File: config.mk
export PLATFORM = sky130hd
export DESIGN_NAME = lbp_code_unit
export DESIGN_NICKNAME = d
export VERILOG_FILES = /design/src/rtl/lbp_pkg.sv /design/src/rtl/lbp_code_unit.sv
export SDC_FILE = /design/constraint.sdc
export NUM_CORES = 1
export LEC_CHECK = 0
export ABC_AREA = 1
export BUFFER_PORTS_ARGS = -buffer_cell sky130_fd_sc_hd__buf_2
export CELL_PAD_IN_SITES_DETAIL_PLACEMENT = 1
export CELL_PAD_IN_SITES_GLOBAL_PLACEMENT = 2
export CORE_MARGIN = 3
export CORE_UTILIZATION = 35
export CTS_CLUSTER_DIAMETER = 30
export CTS_CLUSTER_SIZE = 20
export DETAILED_ROUTE_END_ITERATION = 12
export GPL_TIMING_DRIVEN = 0
export PLACE_DENSITY = 0.92
export SYNTH_ARGS = -nofsm -noshare
export SYNTH_HDL_FRONTEND = slang
export SYNTH_SLANG_ARGS = --single-unit
File: constraint.sdc
create_clock -name clk -period 2.15 [get_ports clk]
set_clock_uncertainty 0.15 [all_clocks]
set_input_delay 0.3225 -clock clk [delete_from_list [all_inputs] [get_ports clk]]
set_output_delay 0.3225 -clock clk [all_outputs]
set_load 0.02 [all_outputs]
File: src/rtl/lbp_pkg.sv
// ----------------------------------------------------------------------------
// lbp_pkg
// Shared types and constants of the 3x3 local binary pattern core.
// ----------------------------------------------------------------------------
package lbp_pkg;

	// Field widths
	localparam int PIXEL_W      = 8;
	localparam int CODE_W       = 8;
	localparam int CFG_WIDTH_W  = 12;
	localparam int CFG_HEIGHT_W = 13;
	localparam int CFG_DATA_W   = 13;
	localparam int CFG_INDEX_W  = 1;

	// Register indexes
	localparam logic [CFG_INDEX_W-1:0] REG_IMAGE_WIDTH  = 1'd0;
	localparam logic [CFG_INDEX_W-1:0] REG_IMAGE_HEIGHT = 1'd1;

	// Item actions
	localparam logic ACT_PUSH  = 1'b0;
	localparam logic ACT_DRAIN = 1'b1;

	// Frame geometry limits and reset values
	localparam int                      WIDTH_RESET  = 640;
	localparam logic [CFG_HEIGHT_W-1:0] HEIGHT_RESET = 13'd480;
	localparam logic [CFG_HEIGHT_W-1:0] HEIGHT_LIMIT = 13'd4096;

	// Output queue
	localparam int OFIFO_DEPTH = 4;
	localparam int OFIFO_PTR_W = 2;
	localparam int OFIFO_CNT_W = 3;

	typedef struct packed {
		logic               action;
		logic [PIXEL_W-1:0] pixel;
	} pix_item_t;

	typedef struct packed {
		logic [CODE_W-1:0] lbp_code;
		logic              last_of_frame;
	} code_item_t;

	// Neighbor masks and code control for one window step
	typedef struct packed {
		logic emit;
		logic last;
		logic top;
		logic bottom;
		logic left;
		logic right;
	} lbp_flags_t;

endpackage

File: src/rtl/lbp_code_unit.sv
// ----------------------------------------------------------------------------
// lbp_code_unit
// Window columns and neighbor compare: forms one pattern code per window step
// and shifts the incoming column into the window.
// ----------------------------------------------------------------------------
module lbp_code_unit (
	input  logic                           clk,
	input  logic                           arst_n,
	input  logic                           adv_v,
	input  lbp_pkg::lbp_flags_t            flags,
	input  logic [lbp_pkg::PIXEL_W-1:0]    col_up,
	input  logic [lbp_pkg::PIXEL_W-1:0]    col_mid,
	input  logic [lbp_pkg::PIXEL_W-1:0]    col_pix,
	output logic                           code_v,
	output lbp_pkg::code_item_t            code_item
);

	// Two newest window columns, index 0 top, 1 middle, 2 bottom
	logic [lbp_pkg::PIXEL_W-1:0] win1_q [3];
	logic [lbp_pkg::PIXEL_W-1:0] win2_q [3];
	logic [lbp_pkg::PIXEL_W-1:0] ctr;
	logic [lbp_pkg::CODE_W-1:0]  code;

	// Compare neighbors against the centre, MSB first from top-left clockwise
	always_comb begin
		ctr     = win2_q[1];
		code[7] = flags.top && flags.left && (win1_q[0] >= ctr);
		code[6] = flags.top && (win2_q[0] >= ctr);
		code[5] = flags.top && flags.right && (col_up >= ctr);
		code[4] = flags.right && (col_mid >= ctr);
		code[3] = flags.bottom && flags.right && (col_pix >= ctr);
		code[2] = flags.bottom && (win2_q[2] >= ctr);
		code[1] = flags.bottom && flags.left && (win1_q[2] >= ctr);
		code[0] = flags.left && (win1_q[1] >= ctr);
	end

	assign code_v                  = adv_v && flags.emit;
	assign code_item.lbp_code      = code;
	assign code_item.last_of_frame = flags.last;

	// Shift the new column in
	always_ff @(posedge clk or negedge arst_n) begin
		if (!arst_n) begin
			for (int i = 0; i < 3; i++) begin
				win1_q[i] <= '0;
				win2_q[i] <= '0;
			end
		end else if (adv_v) begin
			for (int i = 0; i < 3; i++) begin
				win1_q[i] <= win2_q[i];
			end
			win2_q[0] <= col_up;
			win2_q[1] <= col_mid;
			win2_q[2] <= col_pix;
		end
	end

endmodule

* After elaboration in Yosys (flattened, before gate mapping) *
Index checks and enable logic that the tools add are counted.

storage, ports and cells
  ROM bits = 0
  RAM bits = 0
  memories = 0
  register bits after elaboration = 48
  bits in latches = 0
  input bits = 33

operators by class
  shift operators = 0
  $add $sub $neg = 0
  bitwise logic cells = 0
  reduce and logical (&&, ||, !) cells = 13
  $mul = 0
  multiplexer cells = 0
  div/mod/pow operators = 0
  equal/unequal tests = 0
  $lt $le $gt $ge = 8

operator list
  kind                 number
  $ge A8 B8 Y1         8
  $logic_and A1 B1 Y1  13

* Logic depth before layout (Yosys ltp) *
  depth in word-level cells = 2
  mapped depth = 11
  mapped depth without buffers = 11

* Least setup slack after synthesis *
Ideal clock, no wire load.

  path kind = register to output
  start = register win2_q, in the netlist ctr[0]
  end = output code_item[3] (netlist name)
  arrival time = 1.483 ns
  setup slack = 0.194 ns
  cell stages (with the launch flop) = 8
  path through = dfrtp_1 -> ha_1 -> nand2_1 -> nand3_1 -> nand2_1 -> nand2_1 -> nand2_1 -> a21boi_0

RTL lines
  element      line                 source
  from (decl)  lbp_code_unit.sv:20  logic [lbp_pkg::PIXEL_W-1:0] win2_q [3];
  to (decl)    lbp_code_unit.sv:15  output lbp_pkg::code_item_t code_item

==> flow_results.org <==
** Yosys
- Summing the areas of all and, or, nand and nor instances in the mapped netlist gives 17.0% of the synthesized area.
- The cell area that synthesis handed to floorplanning was 0.00340 mm^2.
- Part of the Yosys area used for sequential elements :: about a third
- Largest cells by area after synthesis :: sky130_fd_sc_hd__dfrtp_1, sky130_fd_sc_hd__ha_1, sky130_fd_sc_hd__nand2_1, sky130_fd_sc_hd__inv_1, sky130_fd_sc_hd__a21oi_2
- Summing the areas of all compound-gate instances in the mapped netlist gives between 10 and 15% of the synthesized area.
- Synthesis inferred 48 register bits.
- Avg Cell Area, Syn :: between 8 and 9 um^2
- Cell taking the most area after synthesis :: sky130_fd_sc_hd__dfrtp_1
- Summing the areas of all fa, ha and maj instances in the mapped netlist gives around a quarter of the synthesized area.
- The synthesized design devotes to its leading area cell type approximately a third of total area.
- Mux cell area share after synthesis :: 0%
- Synthesized instance count :: ~420
- The Yosys step of the flow raised 0 warnings.
- Mapped Nets :: around 500
- The number of different library cells used by synthesis comes to 16.
- Main combinational cell family by area after synthesis :: adder cells
- Share of the synthesized netlist area taken by xor and xnor gates :: 0%

** Clocking
- After clock tree synthesis, the clock-pin slew on the worst setup and hold paths is approximately 100 ps.
- Deepest clock path buffer count :: 2
- TritonCTS Sinks :: 48
- TritonCTS built the clock tree.
- Hold-fix buffer count after cts :: 0
- H-Tree Depth :: 2
- The later pin in the worst-skew pair is clocked with a latency of between 300 and 400 ps.
- The tree is rooted in a sky130_fd_sc_hd__clkbuf_8.
- The number of clock buffers added by TritonCTS is 5.

** Setup path
- CP Capture Type :: output pin
- At the worst endpoint, the arrival time is ~2000 ps.
- Critical path launch point type :: register
- Data required, critical path :: ~1700 ps
- Of all nets on the critical path, the largest fanout is 5.
- Crit path kind :: reg2out

** Global route
- Number of global-route vias before repair :: roughly 3300
- Initial antenna violation count :: 0
- The total overflow left after global routing is 0.
- The first global-routing pass estimated ~17 mm of wire.
- Largest net degree at the start of global routing :: approximately 50
- All-layer global routing usage :: about a fifth

** Status
- Status :: finished with violations
- Violations in the final reports :: setup timing

** Timing
- Final setup violation count :: 8
- The smallest clock period supported by the final layout is computed as 2450 ps.
- In this run the tightest slew margin relative to its limit is around 25%.
- Based on the critical path, the design can be clocked at up to ~0.4 GHz.
- Slew at the pin with the worst max-slew slack :: between 1000 and 1500 ps
- The final max-slew violation count is 0.
- Share of the clock period used by the worst path after layout :: 114%
- On the final layout, the worst hold slack is 83.8 ps.
- Setup repair after global routing could not meet its margin everywhere.
- The number of failing hold endpoints at the final stage is 0.
- Across all setup checks in the final design, the least slack found is -298 ps.

** Final layout
- Layout-stage area growth over the synthesis result :: 32.3%
- Area used by sequential logic in the layout :: ~0.0012 mm^2
- Share of post-route cells with drive strength above 1 :: between 30 and 40%
- In the final design database the tool counted around 600 nets.
- In the final layout, the multi-input gates occupy 0.00221 mm^2.
- Most frequent standard cell in the layout excluding fill and tap cells :: sky130_fd_sc_hd__nand2_1
- The number of antenna diodes in the final layout is 0.
- At the end of the flow the core is filled with cells to 48.3%.
- Leading cell types in the layout, fill and taps excluded :: sky130_fd_sc_hd__nand2_1, sky130_fd_sc_hd__inv_1, sky130_fd_sc_hd__ha_1
- The layout has 1134 filler cells.
- After routing the design area is ~0.0045 mm^2.

** Routing
- Before antenna repair, the detailed router went through 4 iterations.
- In the routed layout, each cell is associated on average with a via count of around 4.9.
- Routed wire length :: between 10 and 15 mm
- In the routed design, unresolved DRC markers number 0.
- Count of vias placed by the detailed router :: 3043
- For this block, the initial DRC count from the detailed router was 67.
- Average wire per standard cell :: ~16 um
- The detail route stage leaves a number of antenna-violating nets equal to 0.

** Placement
- Global placer's final weighted congestion :: about 0.76
- The HPWL after detailed placement is approximately 7 mm.
- In this run the tool buffered the top-level ports with 40 buffer cells.
- After detailed placement, the total cell area comes to ~0.0038 mm^2.
- Pre-CTS WS :: -72.4 ps

** Pwr
- The analysis attributes to cell leakage a power of ~2.2 nW.
- Worst ir drop on vdd :: 0.234 mV
- Power spread over the standard cell area amounts to approximately 590 mW/mm^2.

** Die
- DIE WIDTH :: ~100 um
- The die is 105 um tall.
- The floorplan step defined a die boundary enclosing ~0.011 mm^2.
- Top-level port count :: 43
- The total area inside the core boundary comes to approximately 0.0093 mm^2.
- FP Rows :: 35
- Starting density of the core :: a little over a third

** Worst hold path
- Path category of the worst min-delay check :: in2async

** Job
- The tool flagged a number of max-cap violations equal to 0.
-- power by group --
group | total, W | leakage, nW | switching (W) | internal [W]
Clock | 0.000532 | 0.0410 | 0.000310 | 0.000222
Combinational | 0.00108 | 1.62 | 0.000598 | 0.000478
Sequential | 0.00107 | 0.566 | 0.0000733 | 0.000994
-- through the flow --
stage | instances | power, W | setup TNS, ps
after floorplan | 416 | 0.00160 | 0
after global placement | 585 | 0.00181 | -8.78
after detailed placement | 585 | 0.00187 | -72.4
after CTS | 611 | 0.00255 | -1930
after global routing | 620 | 0.00288 | -2780
final | 620 | 0.00268 | -2080
-- sequential cells by signal, summed over array words and instances, names as in the netlist --
| name | flops |
|---|---|
| ctr | 8 |
| win2_q | 16 |
| win1_q | 24 |
-- layer usage --
layer / routed length [um] / global-route usage, %
met5: 0 / 0
met4: 255 / 6.19
met3: 193 / 1.85
met2: 5490 / 36.8
met1: 4240 / 21.5
-- cell families after synthesis --
group / count (synthesis)
AO/OA/AOI/OAI: 79
adder cells (fa/ha/maj): 64
buffers and inverters: 74
flip-flops: 48
AND/OR/NAND/NOR: 151
-- synth_stat cells --
cell type                    n
sky130_fd_sc_hd__nor2_1     39
sky130_fd_sc_hd__a21boi_0    3
sky130_fd_sc_hd__dfrtp_1    48
sky130_fd_sc_hd__buf_2       5
sky130_fd_sc_hd__o21a_1      7
sky130_fd_sc_hd__nand4_1     1
sky130_fd_sc_hd__nand2_1   103
sky130_fd_sc_hd__inv_1      62
sky130_fd_sc_hd__ha_1       64
sky130_fd_sc_hd__a21o_1      1
sky130_fd_sc_hd__a21oi_2    19
sky130_fd_sc_hd__nand3_1     8
sky130_fd_sc_hd__a21oi_1    23
sky130_fd_sc_hd__buf_6       5
sky130_fd_sc_hd__o21ai_0    26
sky130_fd_sc_hd__buf_4       2
-- final timing paths --
path / end / cells past startpoint / slack, ps / start
worst max-delay path: code_item[4] / 10 / -300 / ctr[1]
worst min-delay path: ctr[0] / 1 / 80 / arst_n
worst max register to register: ctr[1] / 5 / 700 / ctr[1]
worst min register to register: win1_q[0] / 2 / 350 / win2_q[0]
max in group asynchronous: ctr[1] / 1 / 1020 / arst_n
min in group clk: win2_q[18] / 3 / 90 / col_up[2]
-- what timing repair did --
item	CTS	global route
resized for setup	44	56
pin swaps	13	32
cloned	2	0
setup buffers	17	9
setup endpoints to repair	8	8
-- layout make-up --
| cell class | instances | area share [%] |
|---|---|---|
| flip-flops and latches | 48 | 26.7 |
| plain buffers | 12 | 2.14 |
| repair buffers | 66 | 10.7 |
| inverters | 62 | 5.75 |
| clock buffers | 6 | 1.61 |
| repair inverters | 2 | 0.333 |
| well taps | 129 | 3.58 |
| multi-input cells | 294 | 49.1 |
| clock inverters | 1 | 0.111 |
-- critical path, cell delays in order, from the launching register on --
cell                         delay (ps)
sky130_fd_sc_hd__dfrtp_2            380
sky130_fd_sc_hd__buf_6              110
sky130_fd_sc_hd__clkinvlp_4         220
sky130_fd_sc_hd__ha_4               360
sky130_fd_sc_hd__nand2_2             70
sky130_fd_sc_hd__nand3_2             80
sky130_fd_sc_hd__nand2_2             50
sky130_fd_sc_hd__nand2_2             70
sky130_fd_sc_hd__nand2_2             60
sky130_fd_sc_hd__a21oi_2            150
sky130_fd_sc_hd__buf_6              130
Note: power is estimated with default switching activity, not from simulation.
