==> src/rtl/lbp_pkg.sv <==
// ----------------------------------------------------------------------------
// lbp_pkg
// Shared types and constants of the 3x3 local binary pattern core.
// ----------------------------------------------------------------------------
package lbp_pkg;

	// Field widths
	localparam int PIXEL_W      = 8;
	localparam int CODE_W       = 8;
	localparam int CFG_WIDTH_W  = 12;
	localparam int CFG_HEIGHT_W = 13;
	localparam int CFG_DATA_W   = 13;
	localparam int CFG_INDEX_W  = 1;

	// Register indexes
	localparam logic [CFG_INDEX_W-1:0] REG_IMAGE_WIDTH  = 1'd0;
	localparam logic [CFG_INDEX_W-1:0] REG_IMAGE_HEIGHT = 1'd1;

	// Item actions
	localparam logic ACT_PUSH  = 1'b0;
	localparam logic ACT_DRAIN = 1'b1;

	// Frame geometry limits and reset values
	localparam int                      WIDTH_RESET  = 640;
	localparam logic [CFG_HEIGHT_W-1:0] HEIGHT_RESET = 13'd480;
	localparam logic [CFG_HEIGHT_W-1:0] HEIGHT_LIMIT = 13'd4096;

	// Output queue
	localparam int OFIFO_DEPTH = 4;
	localparam int OFIFO_PTR_W = 2;
	localparam int OFIFO_CNT_W = 3;

	typedef struct packed {
		logic               action;
		logic [PIXEL_W-1:0] pixel;
	} pix_item_t;

	typedef struct packed {
		logic [CODE_W-1:0] lbp_code;
		logic              last_of_frame;
	} code_item_t;

	// Neighbor masks and code control for one window step
	typedef struct packed {
		logic emit;
		logic last;
		logic top;
		logic bottom;
		logic left;
		logic right;
	} lbp_flags_t;

endpackage

==> src/rtl/lbp_out_fifo.sv <==
// ----------------------------------------------------------------------------
// lbp_out_fifo
// Small result queue in front of the code channel; decouples the window
// pipeline from a stalling receiver.
// ----------------------------------------------------------------------------
module lbp_out_fifo (
	input  logic                              clk,
	input  logic                              arst_n,
	input  logic                              push,
	input  lbp_pkg::code_item_t               push_item,
	output logic [lbp_pkg::OFIFO_CNT_W-1:0]   count,
	output logic                              out_valid,
	input  logic                              out_stall,
	output lbp_pkg::code_item_t               out_item
);

	lbp_pkg::code_item_t                mem_q [lbp_pkg::OFIFO_DEPTH];
	logic [lbp_pkg::OFIFO_PTR_W-1:0]    wr_ptr_q;
	logic [lbp_pkg::OFIFO_PTR_W-1:0]    rd_ptr_q;
	logic [lbp_pkg::OFIFO_CNT_W-1:0]    cnt_q;
	logic                               pop;

	assign out_valid = (cnt_q != '0);
	assign out_item  = mem_q[rd_ptr_q];
	assign count     = cnt_q;
	assign pop       = out_valid && !out_stall;

	// Storage
	always_ff @(posedge clk) begin
		if (push) begin
			mem_q[wr_ptr_q] <= push_item;
		end
	end

	// Pointers and fill count
	always_ff @(posedge clk or negedge arst_n) begin
		if (!arst_n) begin
			wr_ptr_q <= '0;
			rd_ptr_q <= '0;
			cnt_q    <= '0;
		end else begin
			if (push) begin
				wr_ptr_q <= wr_ptr_q + 1'b1;
			end
			if (pop) begin
				rd_ptr_q <= rd_ptr_q + 1'b1;
			end
			if (push && !pop) begin
				cnt_q <= cnt_q + 1'b1;
			end else if (pop && !push) begin
				cnt_q <= cnt_q - 1'b1;
			end
		end
	end

	// The upstream room check must keep the queue from overflowing
	a_no_overflow: assert property (@(posedge clk) disable iff (!arst_n)
		push && !pop |-> cnt_q != lbp_pkg::OFIFO_CNT_W'(lbp_pkg::OFIFO_DEPTH))
		else $error("lbp_out_fifo: push into full queue");

endmodule

==> config.mk <==
export PLATFORM = sky130hd
export DESIGN_NAME = lbp_out_fifo
export DESIGN_NICKNAME = d
export VERILOG_FILES = /design/src/rtl/lbp_pkg.sv /design/src/rtl/lbp_out_fifo.sv
export SDC_FILE = /design/constraint.sdc
export NUM_CORES = 1
export LEC_CHECK = 0
export BUFFER_PORTS_ARGS = -buffer_cell sky130_fd_sc_hd__buf_2
export CORE_UTILIZATION = 35
export CTS_BUF_LIST = sky130_fd_sc_hd__clkbuf_16
export DETAILED_ROUTE_END_ITERATION = 8
export GPL_TIMING_DRIVEN = 0
export PLACE_DENSITY_LB_ADDON = 0.15
export SLEW_MARGIN = 20
export SYNTH_ARGS = -nofsm -noshare
export SYNTH_HDL_FRONTEND = slang
export SYNTH_SLANG_ARGS = --single-unit
==> constraint.sdc <==
create_clock -name clk -period 5.5 [get_ports clk]
set_clock_uncertainty 0.2 [all_clocks]
set_input_delay 0.275 -clock clk [delete_from_list [all_inputs] [get_ports clk]]
set_output_delay 0.275 -clock clk [all_outputs]
set_load 0.05 [all_outputs]
# Word level (Yosys, flattened, before mapping)
# Memories as Yosys holds them, arrays and structs flattened.
# Cells that the tools add are included.
dict set report totals {
  memories 1
  wordCells 20
  ram_bits 36
  output_inout_bits 13
  ff_bits 7
}
# memory depth word_bits read_ports rd_clocked_by_memory_dff wr line_no
set mem_list {}
lappend mem_list {mem_q 4 9 1 0 1 lbp_out_fifo.sv:17} ;# lbp_pkg::code_item_t mem_q [lbp_pkg::OFIFO_DEPTH];
dict set report classes {
  mux 4
  addsub 4
  n_reduce_logical 8
}
# cell count
set ops {}
lappend ops {{$mux 3} 2}
lappend ops {{$add 2x1->2 const B} 2}
lappend ops {{$add 3x1->3 const B} 1}
lappend ops {{$logic_and 1x1->1} 3}
lappend ops {{$logic_not 1->1} 3}
lappend ops {{$reduce_bool 3->1} 1}
lappend ops {{$sub 3x1->3 const B} 1}
lappend ops {{$mux 1} 2}
lappend ops {{$reduce_bool 2->1} 1}

# Longest topological paths before layout
# Gate-level depths: netlist (run 1).
dict set report depth {
  depth_word 5
  ltp_mapped 8
  depth_no_buf 8
}

# Worst setup path before layout (run 1)
# No wires, ideal clock.
dict set report synth_path {
  path_kind {register -> register}
  start {register cnt_q (netlist bit count[0])}
  end {register cnt_q (netlist bit count[1])}
  arrival_ns 2.079
  setup_time_ns 0.125
  stages_incl_launch_ff 7
  n_path_buf 0
  slack_ns 3.096
  cell_sequence {dfrtp_1 -> nor3_1 -> or2_2 -> ha_1 -> inv_1 -> fa_1 -> mux2_2}
}
dict set report synth_between {
  elab_chain_cells 5
  word_cells_on_any_way 10
}
# element line_no
set synth_rtl {}
lappend synth_rtl {{from (decl)} lbp_out_fifo.sv:20} ;# logic [lbp_pkg::OFIFO_CNT_W-1:0] cnt_q;
lappend synth_rtl {{from (signal assigned)} lbp_out_fifo.sv:49} ;# cnt_q <= cnt_q + 1'b1;
lappend synth_rtl {{from (signal assigned)} lbp_out_fifo.sv:51} ;# cnt_q <= cnt_q - 1'b1;
lappend synth_rtl {{branches (longest 5 deep; another with $sub 3x1->3)} n/a}
# Several ways; the timed one is not identified. The select of a mux whose other input is x is not followed.
# A chain may end at the register's enable or synchronous reset.

# Final worst setup path (run 1)
dict set report layout_path {
  start {register cnt_q (netlist bit count[0])}
  end {register cnt_q (netlist bit count[2])}
}
# The elaborated chain is that of the path after synthesis.

==> flow_metrics.tcl, run 1 <==
set metrics [dict create \
    synth_top_area_frac 0.635 \
    power_mw 1.36 \
    cp_max_fo 4 \
    overflow 0 \
    slew_viol_final 0 \
    fp.coreArea_sq_mm 0.00469 \
    clkLatencyLatePin_ns 0.28 \
    worstMarginPinSlew_ns 0.522 \
    reg2reg_to "count[2]$_DFFE_PN0P_" \
    p_leak_nw 0.792 \
    fmax_mhz 432 \
    clk_path_buf_depth 2 \
    cts_made_buffers 5 \
    yosysWarnings 0 \
    postSynthCellCount 81 \
    grt_pass1_vias 871 \
    cts.htree.levels 2 \
    wl_per_cell_um 16.3 \
    nFillCells 420 \
    post-place-ws_ns 3.19 \
    p_sw_mw 0.498 \
    hp-start "push_item[7]" \
    drt_iter0_markers 30 \
    fin_crit_sh 0.421 \
    synth_nets 100 \
    die_x_um 71.7 \
    cp-end-kind "flip-flop" \
    tns_ns 0 \
    grt_usage 0.124 \
    cap_viol_max_count 0 \
    setup_viol 0 \
    netlist_top_cells_area "edfxtp_1 (64%), mux4_2 (11%), dfrtp_1 (10%)" \
    drive_gt1_frac 0.397 \
    cp_data_required_time_ns 5.50 \
    final_util 0.449 \
    p_comb_frac 0.376 \
    syn-cell-area_sq_mm 0.00170 \
    hold_viol 0 \
    p_int_mw 0.861 \
    p_per_area_mw_per_mm2 645 \
    rsz0062_at_grt "false" \
    hp-class "in -> reg" \
    areaGrowthSynthToFinish_pct 23.8 \
    power.share.sequential 0.348 \
    r2r_cells 8 \
    antenna_found_initial 0 \
    grt_first_pass_wirelength_um 4410 \
    die_h_um 71.7 \
    reg2reg_from "count[0]$_DFFE_PN0P_" \
    gp_congestion 0.685 \
    cts_tree "built" \
    pwr-share-clk 0.276 \
    cts.sinks 43 \
    min_path_cells 1 \
    io_pins 26 \
    drt_wl_total_um 2760 \
    post-dp-hpwl_um 1770 \
    synth_largest_area_cell "edfxtp_1" \
    start_util 0.363 \
    worst_hold_path.endpoint "mem_q[0][7]$_DFFE_PP_" \
    worstSetupStartpointType "flip-flop" \
    swShare 0.366 \
    vias_per_cell 4.71 \
    detail_route.first_pass.iterations 3 \
    max-slew-margin-rel 0.652 \
    fp-row-count 25 \
    synth_area_per_cell_sq_um 21.0 \
    synth.distinct_cells 19 \
    fin_crit_ns 2.32 \
    status "finished clean" \
    ir_worst_vdd_mv 0.211 \
    numPortBuffers 25 \
    postRouteAntennaNets 0 \
    worst_slack_ns 3.18 \
    grt_max_degree 15 \
    drc_errors 0 \
    vias 801 \
    timing.reg2reg.setup_slack_ns 3.18 \
    antenna-diode-count 0 \
    cts.clk_slew.worst_paths_ns 0.06 \
    die_area_sq_mm 0.00514 \
    ys_ff_latch 43 \
    worstPathArrival_ns 2.32 \
    num-nets-final 134 \
    crit_type "reg -> reg" \
    synth-seq-area-share 0.738 \
    cts_root_buffer "clkbuf_16" \
]
[critical path, cell delays in order (launching register included)]
cell and delay (ns):
dfrtp_1 0.43, nor3_1 0.38, or2_2 0.20, ha_1 0.17, inv_1 0.06, fa_1 0.37, xor2_1 0.15, nor2_1 0.11
xor2_1 0.17
[stage by stage]
stage                     hold WS (ns)  cells  instance area (sq um)
final                           0.0119    170                   2110
after CTS                      0.00744    170                   2110
after global routing           0.00901    170                   2110
after detailed placement       -0.0795    160                   1890
after floorplan                 -0.221     81                   1700
after global placement         -0.0822    160                   1890
[synthesized netlist by cell type]
cell type / count
ha_1: 5
o21ai_0: 1
xor2_1: 4
mux4_2: 8
buf_2: 1
mux2_2: 1
fa_1: 1
nor2_1: 1
xnor2_1: 2
and2_1: 4
nand2_1: 1
or2_2: 1
edfxtp_1: 36
buf_6: 1
dfrtp_1: 7
nor3_1: 1
inv_1: 4
nor3b_2: 1
mux4_1: 1
[layout by cell type, fill, tap and decap left out, types with 2 or more instances in the layout]
cell           netlist  final
edfxtp_1            36     36
buf_2                1     26
mux4_2               8      8
dfrtp_1              7      7
ha_1                 5      5
clkbuf_16            0      5
inv_1                4      4
and2_1               4      4
xor2_1               4      4
xnor2_1              2      2
bufinv_16            0      2
dlygate4sd3_1        0      2
[metal layers]
layer  track usage  wire length (um)  vias up
met5             0                 0        -
li1              -                 -      378
met2         0.196              1370       15
met4        0.0458                20        0
met3        0.0549               140        2
met1         0.150              1230      406
[power by group through the flow]
| stage | clock network, mW | logic, mW | registers [mW] |
|---|---|---|---|
| after detailed placement | 0 | 0.518 | 0.479 |
| after floorplan | 0 | 0.373 | 0.511 |
| after global routing | 0.397 | 0.550 | 0.482 |
| after CTS | 0.381 | 0.521 | 0.473 |
| final | 0.375 | 0.511 | 0.473 |
| after global placement | 0 | 0.514 | 0.474 |
[cells by family (layout without fill, tap and decap cells)]
family,count (synthesis),count (layout),share of synthesized area
adder cells (fa/ha/maj),6,6,0.0485
buffers and inverters,6,41,0.0184
AO/OA/AOI/OAI,1,1,0.00294
multiplexers,10,10,0.128
AND/OR/NAND/NOR,9,9,0.0331
flip-flops,43,43,0.738
XOR/XNOR,6,6,0.0309
[timing repair]
action,in CTS,in global routing
resized for setup,0,0
hold buffers,2,0
buffers inserted,0,0
hold endpoints to repair,11,0
[flip-flops by register name, indices dropped and copies added (netlist names)]
| register | count |
|---|---|
| rd_ptr_q | 2 |
| count | 3 |
| wr_ptr_q | 2 |
| mem_q | 36 |
[worst max path at each step]
stage                               startpoint                   end  slack (ns)  cells past startpoint
after floorplan           count[0]$_DFFE_PN0P_  count[1]$_DFFE_PN0P_        3.10                      6
after global placement    count[0]$_DFFE_PN0P_  count[2]$_DFFE_PN0P_        3.24                      8
after detailed placement  count[0]$_DFFE_PN0P_  count[2]$_DFFE_PN0P_        3.19                      8
after CTS                 count[0]$_DFFE_PN0P_  count[2]$_DFFE_PN0P_        3.17                      8
after global routing      count[0]$_DFFE_PN0P_  count[2]$_DFFE_PN0P_        3.01                      8
final                     count[0]$_DFFE_PN0P_  count[2]$_DFFE_PN0P_        3.18                      8
[area by class of cell]
| cell class | instances | area, sq um | share of cell area |
|---|---|---|---|
| Inverter | 4 | 15.0 | 0.00713 |
| Multi-Input combinational cell | 32 | 414 | 0.197 |
| Buffer | 2 | 16.3 | 0.00772 |
| Sequential cell | 43 | 1260 | 0.596 |
| Clock inverter | 3 | 67.6 | 0.0321 |
| Timing Repair Buffer | 27 | 145 | 0.0689 |
| Tap cell | 54 | 67.6 | 0.0321 |
| Clock buffer | 5 | 125 | 0.0594 |
Power figures use the tool's default switching activity.
==> inputs of run 2 (changes only) <==
clock period = 1.9 ns   (was 5.5 ns; I/O delays follow)
==> flow_metrics.tcl, run 2 (same netlist as run 1, synthesis figures left out) <==
set metrics [dict create \
    min_path_cells 3 \
    areaGrowthSynthToFinish_pct 35.4 \
    num-nets-final 153 \
    clk_path_buf_depth 2 \
    wl_per_cell_um 15.0 \
    max_stage_delay_ns 0.43 \
    post-dp-hpwl_um 1750 \
    setup_viol 2 \
    vias_per_cell 4.65 \
    pwr-share-clk 0.232 \
    die_area_sq_mm 0.00514 \
    crit_buf_inv 1 \
    fp.coreArea_sq_mm 0.00469 \
    critPathLaunch "count[0]$_DFFE_PN0P_" \
    crit_top_cell "xor2_1" \
    drc_errors 0 \
    worstPathArrival_ns 1.95 \
    overflow 0 \
    fin_crit_sh 1.03 \
    drive_gt1_frac 0.437 \
    crit_family "simple AND/OR/NAND/NOR gates" \
    cts_made_buffers 5 \
    p_sw_mw 1.49 \
    hold_viol 0 \
    die_x_um 71.7 \
    p_int_mw 2.56 \
    numPortBuffers 25 \
    power.share.sequential 0.340 \
    swShare 0.368 \
    antenna_found_initial 0 \
    cts_root_buffer "clkbuf_16" \
    largest_reg_flops 36 \
    antenna-diode-count 0 \
    grt_pass1_vias 899 \
    p_comb_frac 0.428 \
    grt_max_degree 14 \
    cp-end-kind "flip-flop" \
    fin_crit_ns 1.95 \
    crit_type "reg -> reg" \
    vias 878 \
    hp-class "in -> reg" \
    max-slew-margin-rel 0.660 \
    start_util 0.363 \
    cts.sinks 43 \
    clkLatencyLatePin_ns 0.28 \
    fmax_mhz 512 \
    timing.reg2reg.setup_slack_ns -0.05 \
    detail_route.first_pass.iterations 3 \
    largest_register "mem_q" \
    most-common-layout-cells "edfxtp_1 (36), buf_2 (23), dlygate4sd3_1 (13)" \
    cp_slowest_cell "dfrtp_2" \
    violations "setup timing" \
    fin_cells 189 \
    cap_viol_max_count 0 \
    drt_iter0_markers 11 \
    fp-row-count 25 \
    worstMarginPinSlew_ns 0.511 \
    crit_cells 8 \
    status "complete, but fails checks" \
    reg2reg_from "count[0]$_DFFE_PN0P_" \
    die_h_um 71.7 \
    p_per_area_mw_per_mm2 1750 \
    worstSetupStartpointType "flip-flop" \
    worst_hold_path.endpoint "count[0]$_DFFE_PN0P_" \
    post-place-ws_ns -0.124 \
    cp_data_required_time_ns 1.90 \
    nFillCells 409 \
    reg2reg_to "count[2]$_DFFE_PN0P_" \
    layout_commonest_cell "edfxtp_1" \
    gp_congestion 0.625 \
    grt_usage 0.126 \
    cts.htree.levels 2 \
    r2r_cells 8 \
    io_pins 26 \
    cts.clk_slew.worst_paths_ns 0.06 \
    postRouteAntennaNets 0 \
    slew_viol_final 0 \
    cts_tree "built" \
    cp_cell_sequence "nor3_4, or2_4, ha_4, inv_2, fa_2, xor2_1, nor2_1, xor2_1" \
    placedCellCount 160 \
    rsz0062_at_grt "true" \
    grt_first_pass_wirelength_um 4640 \
    hp-start "push" \
    worst_slack_ns -0.0532 \
    drt_wl_total_um 2830 \
    p_leak_nw 0.886 \
    cp_max_fo 2 \
    ir_worst_vdd_mv 0.564 \
]
run 2: worst min-delay path: stages:
cell and delay [ns]:
buf_2 0.15, ha_4 0.17, xnor2_1 0.06
run 2: how the worst max path moves through the flow:
stage	to	slack [ns]
floorplan	count[1]$_DFFE_PN0P_	-0.20
global placement	count[2]$_DFFE_PN0P_	-0.11
detailed placement	count[2]$_DFFE_PN0P_	-0.12
CTS	count[2]$_DFFE_PN0P_	-0.04
global route	count[2]$_DFFE_PN0P_	-0.17
finish	count[2]$_DFFE_PN0P_	-0.05
run 2: power groups by stage:
stage / logic (mW) / registers (mW) / clock network (mW)
finish: 1.73 / 1.38 / 0.939
global route: 1.85 / 1.40 / 0.986
CTS: 1.70 / 1.38 / 0.958
detailed placement: 1.53 / 1.42 / 0
global placement: 1.51 / 1.40 / 0
floorplan: 1.10 / 1.50 / 0
run 2: per-layer routing:
layer  up-vias  share of wire  GRT usage
met3         2          0.039     0.0464
met5         -              0          0
met4         0         0.0071     0.0392
met1       439           0.43      0.158
met2        17           0.53      0.204
li1        420              -          -
run 2: repair_timing:
action	4_1_cts	5_1_grt
setup buffers	5	2
endpoints found under the setup margin	5	11
pin swaps	4	3
hold endpoints to repair	47	0
hold buffers	14	0
resized for setup	3	6
run 2: area by class of cell:
| type | count | area, sq um | share of cell area |
|---|---|---|---|
| Buffer | 2 | 20.0 | 0.00869 |
| Clock buffer | 5 | 125 | 0.0543 |
| Clock inverter | 3 | 38.8 | 0.0168 |
| Inverter | 4 | 15.0 | 0.00651 |
| Multi-Input combinational cell | 32 | 447 | 0.194 |
| Sequential cell | 43 | 1260 | 0.547 |
| Tap cell | 54 | 67.6 | 0.0293 |
| Timing Repair Buffer | 46 | 332 | 0.144 |
run 2: stage by stage:
stage / total power, mW / setup TNS (ns) / util / hold slack [ns] / area (sq um)
2_1_floorplan: 2.61 / -0.377 / - / -0.401 / 1730
3_3_place_gp: 2.91 / -0.169 / 0.411 / -0.259 / 1930
3_5_place_dp: 2.94 / -0.206 / 0.411 / -0.259 / 1930
4_1_cts: 4.04 / -0.0574 / 0.486 / 0.0362 / 2280
5_1_grt: 4.24 / -0.264 / 0.491 / 0.0533 / 2300
6_report: 4.04 / -0.0732 / 0.491 / 0.0286 / 2300
